File: src/rtl/tcpq_pkg.sv
// Shared types and constants for the three-class priority queue.
`default_nettype none

package tcpq_pkg;

  // Default sizing
  localparam int unsigned DEFAULT_CAPACITY = 16;
  localparam int unsigned DEFAULT_TAG_BITS = 16;

  // Operation codes carried in the request tuser
  typedef enum logic [1:0] {
    FUNC_INSERT   = 2'd0,
    FUNC_POP_HEAD = 2'd1,
    FUNC_POP_TAIL = 2'd2,
    FUNC_NOP      = 2'd3
  } func_e;

  // Result status codes
  typedef enum logic [1:0] {
    STATUS_DONE  = 2'd0,
    STATUS_EMPTY = 2'd1,
    STATUS_FULL  = 2'd2
  } status_e;

  // Priority classes
  localparam logic [1:0] CLASS_TOP    = 2'd0;
  localparam logic [1:0] CLASS_MIDDLE = 2'd1;
  localparam logic [1:0] CLASS_NORMAL = 2'd2;

endpackage

`default_nettype wire

File: src/rtl/tcpq_ram.sv
// Generic single-write, single-read RAM with registered read data.
`default_nettype none

module tcpq_ram #(
  parameter int unsigned WIDTH = 16,
  parameter int unsigned DEPTH = 48
) (
  input  wire logic                     clk_i,
  input  wire logic                     we_i,
  input  wire logic [$clog2(DEPTH)-1:0] waddr_i,
  input  wire logic [WIDTH-1:0]         wdata_i,
  input  wire logic                     re_i,
  input  wire logic [$clog2(DEPTH)-1:0] raddr_i,
  output logic      [WIDTH-1:0]         rdata_o
);

  logic [WIDTH-1:0] mem_q [DEPTH];

  // Write port
  always_ff @(posedge clk_i) begin
    if (we_i) begin
      mem_q[waddr_i] <= wdata_i;
    end
  end

  // Registered read port; data holds while re_i is low
  always_ff @(posedge clk_i) begin
    if (re_i) begin
      rdata_o <= mem_q[raddr_i];
    end
  end

endmodule

`default_nettype wire

File: src/rtl/three_class_priority_queue_top.sv
// Three-class strict priority queue built on per-class ring buffers in one RAM.
//
//   Channel   Dir  tvalid/tready handshake   Payload
//   s_axis    in   request                   tuser: func; tdata: order_tag, priority_class
//   m_axis    out  result                    tuser: status; tdata: removed/head/tail, count
//
// Each request passes through S_IDLE, S_REM, S_HEAD and S_TAIL on its way to the
// result register: the update, which also reads the removed entry, then one read of
// the entry RAM each for the head and the tail, all through its single read port.
// A new request is taken only once the sequencer is back in S_IDLE.
// Reset clears the per-class counters and ring pointers; the RAM is not cleared.
// A result waiting on m_axis_tready_i does not block the next request, which
// stalls only in its tail read until the result register frees up.
`default_nettype none

module three_class_priority_queue_top #(
  parameter int unsigned CAPACITY = tcpq_pkg::DEFAULT_CAPACITY,
  parameter int unsigned TAG_BITS = tcpq_pkg::DEFAULT_TAG_BITS
) (
  input  wire logic clk_i,
  input  wire logic rst_ni,
  // Request channel
  input  wire logic s_axis_tvalid_i,
  output logic      s_axis_tready_o,
  // tdata: order_tag, priority_class, zero pad
  input  wire logic [((TAG_BITS+2+7)/8)*8-1:0] s_axis_tdata_i,
  // tuser: func
  input  wire logic [1:0] s_axis_tuser_i,
  // Result channel
  output logic      m_axis_tvalid_o,
  input  wire logic m_axis_tready_i,
  // tdata: removed_tag, removed_class, head_tag, head_class, tail_tag, tail_class,
  //        entry_count, zero pad
  output logic [((3*TAG_BITS+6+$clog2(CAPACITY+1)+7)/8)*8-1:0] m_axis_tdata_o,
  // tuser: status
  output logic [1:0] m_axis_tuser_o
);

  import tcpq_pkg::*;

  localparam int unsigned PW     = $clog2(CAPACITY);
  localparam int unsigned CW     = $clog2(CAPACITY+1);
  localparam int unsigned DEPTH  = 3 * (1 << PW);
  localparam int unsigned AW     = PW + 2;
  localparam int unsigned OUT_FW = 3*TAG_BITS + 6 + CW;
  localparam int unsigned OUT_DW = ((OUT_FW+7)/8)*8;

  typedef enum logic [2:0] {
    S_IDLE,
    S_REM,
    S_HEAD,
    S_TAIL
  } state_e;

  // Ring index (base + off) modulo CAPACITY, with off no larger than CAPACITY
  function automatic logic [PW-1:0] wrap_idx(input logic [PW-1:0] base,
                                             input logic [CW-1:0] off);
    logic [CW:0] sum;
    sum = (CW+1)'(base) + (CW+1)'(off);
    if (sum >= (CW+1)'(CAPACITY)) begin
      sum = sum - (CW+1)'(CAPACITY);
    end
    return sum[PW-1:0];
  endfunction

  state_e            state_q, state_d;
  logic [PW-1:0]     hd_q [3];
  logic [PW-1:0]     hd_d [3];
  logic [CW-1:0]     cnt_q [3];
  logic [CW-1:0]     cnt_d [3];
  logic              rem_flag_q, rem_flag_d;
  status_e           status_q, status_d;
  logic [TAG_BITS-1:0] rem_tag_q, rem_tag_d;
  logic [1:0]        rem_cls_q, rem_cls_d;
  logic [TAG_BITS-1:0] head_tag_q, head_tag_d;
  logic              m_valid_q, m_valid_d;
  logic [OUT_DW-1:0] m_data_q, m_data_d;
  status_e           m_status_q, m_status_d;

  logic                ram_we;
  logic [AW-1:0]       ram_waddr;
  logic [TAG_BITS-1:0] ram_wdata;
  logic                ram_re;
  logic [AW-1:0]       ram_raddr;
  logic [TAG_BITS-1:0] ram_rdata;

  logic                in_fire;
  func_e               req_func;
  logic [TAG_BITS-1:0] req_tag;
  logic [1:0]          req_cls_raw;
  logic [1:0]          req_cls;
  logic [CW-1:0]       total;
  logic                q_full;
  logic                q_empty;
  logic [1:0]          head_cls;
  logic [1:0]          tail_cls;
  logic [AW-1:0]       head_addr;
  logic [AW-1:0]       tail_addr;
  logic                out_free;

  tcpq_ram #(
    .WIDTH (TAG_BITS),
    .DEPTH (DEPTH)
  ) u_entry_ram (
    .clk_i   (clk_i),
    .we_i    (ram_we),
    .waddr_i (ram_waddr),
    .wdata_i (ram_wdata),
    .re_i    (ram_re),
    .raddr_i (ram_raddr),
    .rdata_o (ram_rdata)
  );

  // Decode the request
  assign s_axis_tready_o = (state_q == S_IDLE);
  assign in_fire         = s_axis_tvalid_i && s_axis_tready_o;
  assign req_func        = func_e'(s_axis_tuser_i);
  assign req_tag         = s_axis_tdata_i[TAG_BITS-1:0];
  assign req_cls_raw     = s_axis_tdata_i[TAG_BITS+1:TAG_BITS];
  assign req_cls         = (req_cls_raw inside {CLASS_TOP, CLASS_MIDDLE}) ?
                           req_cls_raw : CLASS_NORMAL;

  // Occupancy and the classes that hold the front and back of the queue
  assign total   = CW'(cnt_q[0] + cnt_q[1] + cnt_q[2]);
  assign q_full  = (total == CW'(CAPACITY));
  assign q_empty = (total == '0);

  always_comb begin
    if (cnt_q[CLASS_TOP] != '0) begin
      head_cls = CLASS_TOP;
    end else if (cnt_q[CLASS_MIDDLE] != '0) begin
      head_cls = CLASS_MIDDLE;
    end else begin
      head_cls = CLASS_NORMAL;
    end
    if (cnt_q[CLASS_NORMAL] != '0) begin
      tail_cls = CLASS_NORMAL;
    end else if (cnt_q[CLASS_MIDDLE] != '0) begin
      tail_cls = CLASS_MIDDLE;
    end else begin
      tail_cls = CLASS_TOP;
    end
  end

  assign head_addr = {head_cls, hd_q[head_cls]};
  assign tail_addr = {tail_cls, wrap_idx(hd_q[tail_cls], cnt_q[tail_cls] - CW'(1))};
  assign out_free  = !m_valid_q || m_axis_tready_i;

  // Sequencer: update the rings, then read removed entry, head and tail
  always_comb begin
    state_d    = state_q;
    hd_d       = hd_q;
    cnt_d      = cnt_q;
    rem_flag_d = rem_flag_q;
    status_d   = status_q;
    rem_tag_d  = rem_tag_q;
    rem_cls_d  = rem_cls_q;
    head_tag_d = head_tag_q;
    m_data_d   = m_data_q;
    m_status_d = m_status_q;
    m_valid_d  = m_valid_q;
    ram_we     = 1'b0;
    ram_waddr  = '0;
    ram_wdata  = req_tag;
    ram_re     = 1'b0;
    ram_raddr  = '0;

    // Drop the result once taken
    if (m_axis_tready_i) begin
      m_valid_d = 1'b0;
    end

    case (state_q)
      S_IDLE: begin
        if (in_fire) begin
          status_d   = STATUS_DONE;
          rem_flag_d = 1'b0;
          rem_tag_d  = '0;
          rem_cls_d  = '0;
          state_d    = S_REM;
          case (req_func)
            FUNC_INSERT: begin
              if (q_full) begin
                status_d = STATUS_FULL;
              end else begin
                ram_we         = 1'b1;
                ram_waddr      = {req_cls, wrap_idx(hd_q[req_cls], cnt_q[req_cls])};
                cnt_d[req_cls] = cnt_q[req_cls] + CW'(1);
              end
            end
            FUNC_POP_HEAD: begin
              if (q_empty) begin
                status_d = STATUS_EMPTY;
              end else begin
                ram_re          = 1'b1;
                ram_raddr       = head_addr;
                hd_d[head_cls]  = wrap_idx(hd_q[head_cls], CW'(1));
                cnt_d[head_cls] = cnt_q[head_cls] - CW'(1);
                rem_flag_d      = 1'b1;
                rem_cls_d       = head_cls;
              end
            end
            FUNC_POP_TAIL: begin
              if (q_empty) begin
                status_d = STATUS_EMPTY;
              end else begin
                ram_re          = 1'b1;
                ram_raddr       = tail_addr;
                cnt_d[tail_cls] = cnt_q[tail_cls] - CW'(1);
                rem_flag_d      = 1'b1;
                rem_cls_d       = tail_cls;
              end
            end
            default: begin
            end
          endcase
        end
      end
      S_REM: begin
        if (rem_flag_q) begin
          rem_tag_d = ram_rdata;
        end
        ram_re    = 1'b1;
        ram_raddr = head_addr;
        state_d   = S_HEAD;
      end
      S_HEAD: begin
        head_tag_d = ram_rdata;
        ram_re     = 1'b1;
        ram_raddr  = tail_addr;
        state_d    = S_TAIL;
      end
      S_TAIL: begin
        // Hold the tail read data until the result register is free
        if (out_free) begin
          if (q_empty) begin
            m_data_d = OUT_DW'({total, 2'b00, {TAG_BITS{1'b0}}, 2'b00,
                                {TAG_BITS{1'b0}}, rem_cls_q, rem_tag_q});
          end else begin
            m_data_d = OUT_DW'({total, tail_cls, ram_rdata, head_cls,
                                head_tag_q, rem_cls_q, rem_tag_q});
          end
          m_status_d = status_q;
          m_valid_d  = 1'b1;
          state_d    = S_IDLE;
        end
      end
      default: begin
        state_d = S_IDLE;
      end
    endcase
  end

  // State and registered outputs
  always_ff @(posedge clk_i or negedge rst_ni) begin
    if (!rst_ni) begin
      state_q    <= S_IDLE;
      hd_q       <= '{default: '0};
      cnt_q      <= '{default: '0};
      rem_flag_q <= 1'b0;
      status_q   <= STATUS_DONE;
      rem_tag_q  <= '0;
      rem_cls_q  <= '0;
      head_tag_q <= '0;
      m_valid_q  <= 1'b0;
      m_data_q   <= '0;
      m_status_q <= STATUS_DONE;
    end else begin
      state_q    <= state_d;
      hd_q       <= hd_d;
      cnt_q      <= cnt_d;
      rem_flag_q <= rem_flag_d;
      status_q   <= status_d;
      rem_tag_q  <= rem_tag_d;
      rem_cls_q  <= rem_cls_d;
      head_tag_q <= head_tag_d;
      m_valid_q  <= m_valid_d;
      m_data_q   <= m_data_d;
      m_status_q <= m_status_d;
    end
  end

  assign m_axis_tvalid_o = m_valid_q;
  assign m_axis_tdata_o  = m_data_q;
  assign m_axis_tuser_o  = m_status_q;

  // Occupancy never exceeds capacity
  a_count_bound: assert property (@(posedge clk_i) disable iff (!rst_ni)
    total <= CW'(CAPACITY))
    else $error("entry count exceeds capacity");

  // An accepted request always moves on to the removal read
  a_fire_to_rem: assert property (@(posedge clk_i) disable iff (!rst_ni)
    in_fire |=> state_q == S_REM)
    else $error("accepted request did not advance");

  // Empty status only with an empty queue
  a_empty_status: assert property (@(posedge clk_i) disable iff (!rst_ni)
    (m_valid_q && m_status_q == STATUS_EMPTY) |->
      m_data_q[OUT_FW-1 -: CW] == '0)
    else $error("empty status with entries held");

  // Full status only with a full queue
  a_full_status: assert property (@(posedge clk_i) disable iff (!rst_ni)
    (m_valid_q && m_status_q == STATUS_FULL) |->
      m_data_q[OUT_FW-1 -: CW] == CW'(CAPACITY))
    else $error("full status without a full queue");

  // No request is taken in the middle of a lookup
  a_rings_stable: assert property (@(posedge clk_i) disable iff (!rst_ni)
    (state_q != S_IDLE) |=> $stable(total) || $past(state_q) == S_IDLE)
    else $error("counters changed during lookup");

endmodule

`default_nettype wire
File: config.mk
export PLATFORM = sky130hd
export DESIGN_NAME = three_class_priority_queue_top
export DESIGN_NICKNAME = d
export VERILOG_FILES = /design/src/rtl/tcpq_pkg.sv /design/src/rtl/tcpq_ram.sv /design/src/rtl/three_class_priority_queue_top.sv
export SDC_FILE = /design/constraint.sdc
export NUM_CORES = 1
export LEC_CHECK = 0
export ABC_CLOCK_PERIOD_IN_PS = 13150
export BUFFER_PORTS_ARGS = -buffer_cell sky130_fd_sc_hd__buf_2
export CORE_ASPECT_RATIO = 1.25
export CORE_MARGIN = 3
export CORE_UTILIZATION = 50
export DETAILED_ROUTE_END_ITERATION = 8
export PLACE_DENSITY = 0.66
export SYNTH_ARGS = -nofsm -noshare
export SYNTH_HDL_FRONTEND = slang
export SYNTH_SLANG_ARGS = --single-unit
File: constraint.sdc
create_clock -name clk_i -period 13.15 [get_ports clk_i]
set_input_delay 1.9725 -clock clk_i [delete_from_list [all_inputs] [get_ports clk_i]]
set_output_delay 1.9725 -clock clk_i [all_outputs]
set_load 0.1 [all_outputs]
# ---- Word level (Yosys, flattened, before mapping)
# Memory sizes are Yosys's and may differ from the RTL's. A register that Yosys moved wholly into a read port is not among the register bits.
# Cells that the tools add are included.
dict set report op_classes {
  magnitude_cmp 9
  shifts 0
  multipliers 0
  n_mux 81
  n_eq_ne 13
  div 0
  n_reduce_logical 24
  add_sub_neg 11
  n_bitwise 4
}
# op n
set op_table {}
lappend op_table {{$mux W4} 14}
lappend op_table {{$mux W54} 1}
lappend op_table {{$bwmux W15} 3}
lappend op_table {{$mux W15} 3}
lappend op_table {{$mux W5} 9}
lappend op_table {{$pmux W15 S3} 1}
lappend op_table {{$mux W6} 7}
lappend op_table {{$mux W16} 2}
lappend op_table {{$pmux W16 S2} 1}
lappend op_table {{$bmux W5 S2} 3}
lappend op_table {{$demux W5 S2} 3}
lappend op_table {{$bmux W4 S2} 3}
lappend op_table {{$pmux W6 S3} 1}
lappend op_table {{$reduce_bool A5 Y1} 3}
lappend op_table {{$mux W1} 14}
lappend op_table {{$mux W2} 7}
lappend op_table {{$add A4 B5 Y6} 2}
lappend op_table {{$bwmux W12} 1}
lappend op_table {{$ge A6 B5 Y1 const B} 2}
lappend op_table {{$pmux W3 S4} 1}
lappend op_table {{$pmux W6 S2} 1}
lappend op_table {{$sub A4 B1 Y4 const B} 3}
lappend op_table {{$add A5 B5 Y5} 2}
lappend op_table {{$ne A2 B2 Y1 const B} 5}
lappend op_table {{other kinds (31)} 50}
dict set report totals {
  romBits 0
  ramBits 768
  elab_cells 158
  memories 1
  in_bits 30
  reg_bits 129
  out_inout_bits 68
  latch_bits 0
}
# memory words word_bits rd rd_clocked_by_memory_dff write_ports line
set mem_list {}
lappend mem_list {u_entry_ram.mem_q 48 16 1 1 1 tcpq_ram.sv:17} ;# logic [WIDTH-1:0] mem_q [DEPTH];

# ---- Longest topological paths before layout
dict set report depth {
  depth_word 15
  ltp_mapped 21
  depth_no_buf 16
}

# ---- By module
# Synthesis repeated with hierarchy kept, for this count alone.
dict set report hier_totals {
  hier_cells 2206
  hier_area_um2 37536.0
}
# module cells_per_inst area_each_um2 instances seq_area_each_um2
set modules_own_cells {}
lappend modules_own_cells {tcpq_ram 1496 30439.2 1 23542.6}
lappend modules_own_cells {three_class_priority_queue_top 710 7096.8 1 3203.1}

# ---- Least setup slack after synthesis
# No wires, ideal clock.
dict set report synth_path {
  path_type {input-to-reg}
  startpoint {in s_axis_tdata_i[16]}
  endpoint {mem u_entry_ram.mem_q[0][0], enable pin}
  slack_ps 7522
  setup_ps 409
  required_time_ps 12741
  t_arrival_ps 5219
  path_stages 11
  path_cell_list {clkbuf_1 clkbuf_1 mux2i_1 o21ai_0 ha_1 inv_1 fa_1 xnor2_1 nand2_1 a31oi_1 nor3_1}
}
dict set report synth_via {
  elab_chain_cells 14
  elab_cells_between_ends 19
  classes_between {2 x add/sub; 1 x order compare; 1 x eq/ne; 12 x mux; 1 x bitwise; 2 x reduce/logical}
}
# item line
set synth_rtl {}
lappend synth_rtl {{start: declaration} three_class_priority_queue_top.sv:26} ;# input wire logic [((TAG_BITS+2+7)/8)*8-1:0] s_axis_tdata_i,
lappend synth_rtl {{$eq A2 B1 Y1 / $logic_not A2 Y1 (equally long branches)} three_class_priority_queue_top.sv:120} ;# assign req_cls = (req_cls_raw inside {CLASS_TOP, CLASS_MIDDLE}) ?
lappend synth_rtl {{$reduce_bool A2 Y1} three_class_priority_queue_top.sv:120}
lappend synth_rtl {{$mux W2 *} three_class_priority_queue_top.sv:120}
lappend synth_rtl {{$not A2 Y3 (implied by the code)} three_class_priority_queue_top.sv:187} ;# ram_waddr = {req_cls, wrap_idx(hd_q[req_cls], cnt_q[req_cls])};
lappend synth_rtl {{$bmux W4 S2 / $bmux W5 S2 (equally long branches)} three_class_priority_queue_top.sv:187}
lappend synth_rtl {{$mux W4 (implied by the code) / $mux W5 (equally long branches) (2 in a row)} three_class_priority_queue_top.sv:187}
lappend synth_rtl {{$add A4 B5 Y6} three_class_priority_queue_top.sv:59} ;# sum = (CW+1)'(base) + (CW+1)'(off);
lappend synth_rtl {{$ge A6 B5 Y1 / $sub A4 B1 Y4 (equally long branches)} {three_class_priority_queue_top.sv:60, three_class_priority_queue_top.sv:61}}
lappend synth_rtl {{$mux W4} three_class_priority_queue_top.sv:60} ;# if (sum >= (CW+1)'(CAPACITY)) begin
lappend synth_rtl {{$mux W6 *} three_class_priority_queue_top.sv:183} ;# if (q_full) begin
lappend synth_rtl {{$mux W6 *} three_class_priority_queue_top.sv:181} ;# case (req_func)
lappend synth_rtl {{$mux W6 *} three_class_priority_queue_top.sv:175} ;# if (in_fire) begin
lappend synth_rtl {{$mux W6 *} three_class_priority_queue_top.sv:173} ;# case (state_q)
lappend synth_rtl {{end: declaration} tcpq_ram.sv:17}
# Mark *: on every way between the ends. The rest lies on a longest branch, timed or not. The select of a mux whose other input is x is not followed.

# ---- Worst setup path in the final report
dict set report layout_path {
  startpoint {reg cnt_q[2] (netlist name)}
  endpoint {reg u_entry_ram.rdata_o[7] (read register of u_entry_ram.mem_q) (data pin)}
}
dict set report layout_via {
  elab_chain_cells 14
  elab_cells_between_ends 25
  classes_between {4 x add/sub; 1 x order compare; 17 x mux; 1 x bitwise; 2 x reduce/logical}
}
# item line
set layout_rtl {}
lappend layout_rtl {{start: declaration} three_class_priority_queue_top.sv:69} ;# logic [CW-1:0] cnt_q [3];
lappend layout_rtl {{start signal: assignment} three_class_priority_queue_top.sv:271} ;# cnt_q <= cnt_d;
lappend layout_rtl {{$reduce_bool A5 Y1} three_class_priority_queue_top.sv:136} ;# if (cnt_q[CLASS_NORMAL] != '0) begin
lappend layout_rtl {{$mux W2} three_class_priority_queue_top.sv:136}
lappend layout_rtl {{$not A2 Y3 (implied by the code)} three_class_priority_queue_top.sv:146} ;# assign tail_addr = {tail_cls, wrap_idx(hd_q[tail_cls], cnt_q[tail_cls] - CW'(1))};
lappend layout_rtl {{$bmux W5 S2} three_class_priority_queue_top.sv:146}
lappend layout_rtl {{$mux W5 (implied by the code) (2 in a row)} three_class_priority_queue_top.sv:146}
lappend layout_rtl {{$sub A5 B1 Y5} three_class_priority_queue_top.sv:146}
lappend layout_rtl {{$add A4 B5 Y6} three_class_priority_queue_top.sv:59}
lappend layout_rtl {{$ge A6 B5 Y1 / $sub A4 B1 Y4 (equally long branches)} {three_class_priority_queue_top.sv:60, three_class_priority_queue_top.sv:61}}
lappend layout_rtl {{$mux W4} three_class_priority_queue_top.sv:60}
lappend layout_rtl {{$mux W6} three_class_priority_queue_top.sv:204} ;# if (q_empty) begin
lappend layout_rtl {{$pmux W6 S2} three_class_priority_queue_top.sv:181}
lappend layout_rtl {{$mux W6} three_class_priority_queue_top.sv:175}
lappend layout_rtl {{$pmux W6 S3} three_class_priority_queue_top.sv:173}
lappend layout_rtl {{end: declaration} tcpq_ram.sv:14} ;# output logic [WIDTH-1:0] rdata_o
# Several ways; a longest one is shown, not always the timed one. The select of a mux whose other input is x is not followed.
# A chain may end at the register's enable or synchronous reset.

==> summary.md <==
| Metric | Value |
|---|---|
| Hold Path Class | register to register |
| Multi-input gate area | 10300 um2 |
| Vias in the first global route | 24388 |
| Slowest cell on crit path | or4_1 |
| Worst Skew | 0.0298 ns |
| Routed len/inst | 25.3 um |
| Mean post-synth cell area | 13.2 um2 |
| Largest net degree at the start of global routing | 144 |
| Routed wire length | 101000 um |
| Total area of sequential cells | 26700 um2 |
| YS warnings | 0 |
| Core region area | 75300 um2 |
| Tmin final | 7.15 ns |
| Hold endpoint | m_axis_tdata_o[17] |
| H-tree level count | 3 |
| Max cap viols | 0 |
| Post-Syn Area | 38200 um2 |
| CP Capture Type | register |
| Clock latency on the worst-skew pair | 0.66 ns |
| Vias | 24673 |
| Hold Vio Cnt, Final | 0 |
| R2R setup slack | 6.00 ns |
| CTS buffer count | 90 |
| Post-synth EDFFs | 784 |
| Tightest Pin Transition | 1.26 ns |
| HPWL Detailed | 59800 um |
| DIE AREA | 79800 um2 |
| Worst path cell trace | or4_1 > nor2_2 > a21oi_1 > xnor2_1 > inv_1 > fa_1 > xnor2_1 > a211o_1 > and2_4 > buf_4 > nand2_2 > o221ai_1 > a21oi_1 > a31o_1 > o2111ai_1 |
| Fin nets | 3000 |
| Largest stage delay on the critical path | 0.72 ns |
| Row cnt | 112 |
| First-pass GRT wire length | 150000 um |
| Die height | 315 um |
| Iter 0 DRT Violations | 2311 |
| Vias/cell | 6.19 |
| Clk sinks | 912 |
| Cts repair resizes | 0 |
| Seq cells post-synth | 912 |
| Distinct cells, synth | 88 |
| GRT overflow | 0 |
| Hold Buf Count CTS | 0 |
| Worst r2r path cells | 15 |
| Buf+Inv Stages, Crit Path | 2 |
| Peak Freq | 0.140 GHz |
| Clk pin slew, worst setup/hold paths | 0.06 ns |
| Setup Viol. Count Final | 0 |
| Post-Synthesis Cells | 2900 |
| Seq/Total Area, Yosys | 70.0% |
| R2r endpoint | u_entry_ram.rdata_o[7] |
| ANT nets after route | 0 |
| Final slew viol count | 0 |
| Required time worst endpoint | 13.55 ns |
| Critical path arrival | 7.56 ns |
| Routability cong. | 0.850 |
| FFs w/ async S/R, synth | 14.0% |
| Initial Util | 50.8% |
| Total global-route track usage | 25.1% |
| CTS Buffer Depth | 3 |
| Synth Flop Type | edfxtp_1 |
| Die width | 253 um |
| Fin Setup TNS | 0 ns |
| Fin crit share | 54.4% |
| CP Launch Type | register |
| Postcts setup bufs | 0 |
| Status | finished, final reports clean |
| DR DRC count | 0 |
| IO Count | 98 |
| Layout cell share with drive strength beyond 1 | 12.1% |
| Unrepaired setup endpoints after global routing | false |
| Slew margin rel. | 16.0% |
| Min-Delay Path Depth | 2 |
| Kind of cell adding the most delay to the critical path | simple AND/OR/NAND/NOR gates |
| Crit Path Category | register to register |
| Initial antenna violation count | 1 |
| Reg-to-Reg Start | cnt_q[2] |
| Port Buffers | 86 |
| Area Growth Syn to Fin | 10.6% |
| Pre-Repair DR Iteration Count | 6 |
| Hold Path Origin | m_axis_tdata_o[17] |
| Clk root buf | clkbuf_16 |
| Fillers | 6008 |
| Critical Path Fanout Max | 63 |
| CTS tree | built |
cells in the mapped netlist (all sizes together), types with 8 or more instances:
library cell	n	share of area [%]
o2111ai	9	0.21
o211ai	12	0.24
a221oi	28	0.64
nor3	197	2.6
nand2	377	3.7
o22ai	21	0.34
mux2i	79	2.1
nor2	224	2.3
ha	20	0.65
a211o	8	0.18
nand3	90	1.2
buf	124	2.1
mux2	22	0.65
clkbuf	84	0.82
a22o	17	0.39
inv	41	0.40
o221ai	56	1.4
a31o	11	0.25
a31oi	40	0.65
and2	8	0.13
and3	12	0.20
o31ai	58	1.2
o21ai	175	2.3
or3	8	0.13
dfrtp	128	8.4
a21oi	124	1.6
a32oi	9	0.21
edfxtp	784	62
xnor2	20	0.55
a22oi	22	0.45
worst max path at each step:
stage	start	end	slack (ns)	depth (start not counted)
3_3_place_gp	s_axis_tuser_i[0]	u_entry_ram.rdata_o[7]	5.83	13
2_1_floorplan	s_axis_tdata_i[16]	u_entry_ram.mem_q[0][0]	7.52	11
5_1_grt	cnt_q[2]	u_entry_ram.rdata_o[7]	5.72	15
4_1_cts	cnt_q[2]	u_entry_ram.rdata_o[7]	6.03	15
3_5_place_dp	s_axis_tuser_i[0]	u_entry_ram.rdata_o[0]	5.69	14
6_report	cnt_q[2]	u_entry_ram.rdata_o[7]	6.00	15
per-layer routing:
metal  up-vias  wire [um]  track usage, %
met1     12261      38700            31.9
met5         -         13               0
met4         2       4840            12.2
met3       256       8020            4.43
met2      1105      49200            41.9
li1      11049          -               -
sequential cells by signal, indices dropped and copies added (netlist names), 12 cells and up:
signal / cells
head_tag_q: 16
u_entry_ram.rdata_o: 16
rem_tag_q: 16
u_entry_ram.mem_q: 768
m_axis_tdata_o: 59
hd_q: 12
cnt_q: 15
cell type report:
cell class,count,area share (%)
Clock buffer,112,5.68
Timing Repair Buffer,155,2.31
Antenna cell,1,0.00592
Sequential cell,912,63.3
Inverter,42,0.373
Clock inverter,55,1.20
Tap cell,969,2.87
Multi-Input combinational cell,1742,24.3
layout by cell type (no fill, tap or decap), types with 7 or more instances in the layout:
cell type	count
nand2_1	372
clkinv_1	20
clkbuf_16	92
o211ai_1	12
nand3_1	90
o221ai_1	51
a31o_1	9
a221oi_1	28
a211o_1	8
a32oi_1	9
mux4_2	7
mux2_2	22
o22ai_1	21
a21oi_1	121
o2111ai_1	9
buf_2	85
nor2_2	8
buf_4	68
inv_1	40
a22oi_1	20
o31ai_1	57
o21ai_0	170
a31oi_1	40
edfxtp_1	784
mux2i_1	79
and2_1	7
clkbuf_1	17
or3_1	8
nor3_1	195
dfrtp_1	128
xnor2_1	17
ha_1	19
clkinv_2	17
a22o_1	15
and3_1	12
fa_1	7
nor2_1	214
kinds of logic (layout without fill, tap and decap cells):
group / after synthesis / count (layout) / share of synthesized area (%)
fa+ha+maj: 27 / 27 / 1.02
simple gates: 947 / 947 / 10.8
mux: 108 / 108 / 3.13
flops: 912 / 912 / 70.0
other cells: 1 / 6 / 0.00981
buf+inv: 250 / 364 / 3.33
compound gates: 630 / 630 / 11.1
xor+xnor: 25 / 25 / 0.661
worst reg2reg max path, stage by stage, from the launching register on:
cell and delay [ns]:
dfrtp_1 0.52, or4_1 0.73, nor2_2 0.66, a21oi_1 0.18
xnor2_1 0.58, inv_1 0.17, fa_1 0.41, xnor2_1 0.20
a211o_1 0.24, and2_4 0.55, buf_4 0.71, nand2_2 0.65
o221ai_1 0.47, a21oi_1 0.16, a31o_1 0.31, o2111ai_1 0.40
stage by stage:
stage / setup WS [ns] / utilization (%) / instances / hold slack [ns] / instance area, um2
after global routing: 5.72 / 56.2 / 3987 / 0.499 / 42300
after floorplan: 7.52 / - / 2904 / 0.439 / 38200
final: 6.00 / 56.2 / 3988 / 0.470 / 42300
after detailed placement: 5.69 / 52.3 / 3820 / 0.460 / 39400
after CTS: 6.03 / 56.2 / 3987 / 0.475 / 42300
after global placement: 5.83 / 52.3 / 3820 / 0.457 / 39400
Power is left out: the tool's default activity adds up to more than one toggle a clock period on the data nets, which glitch-free logic cannot reach.
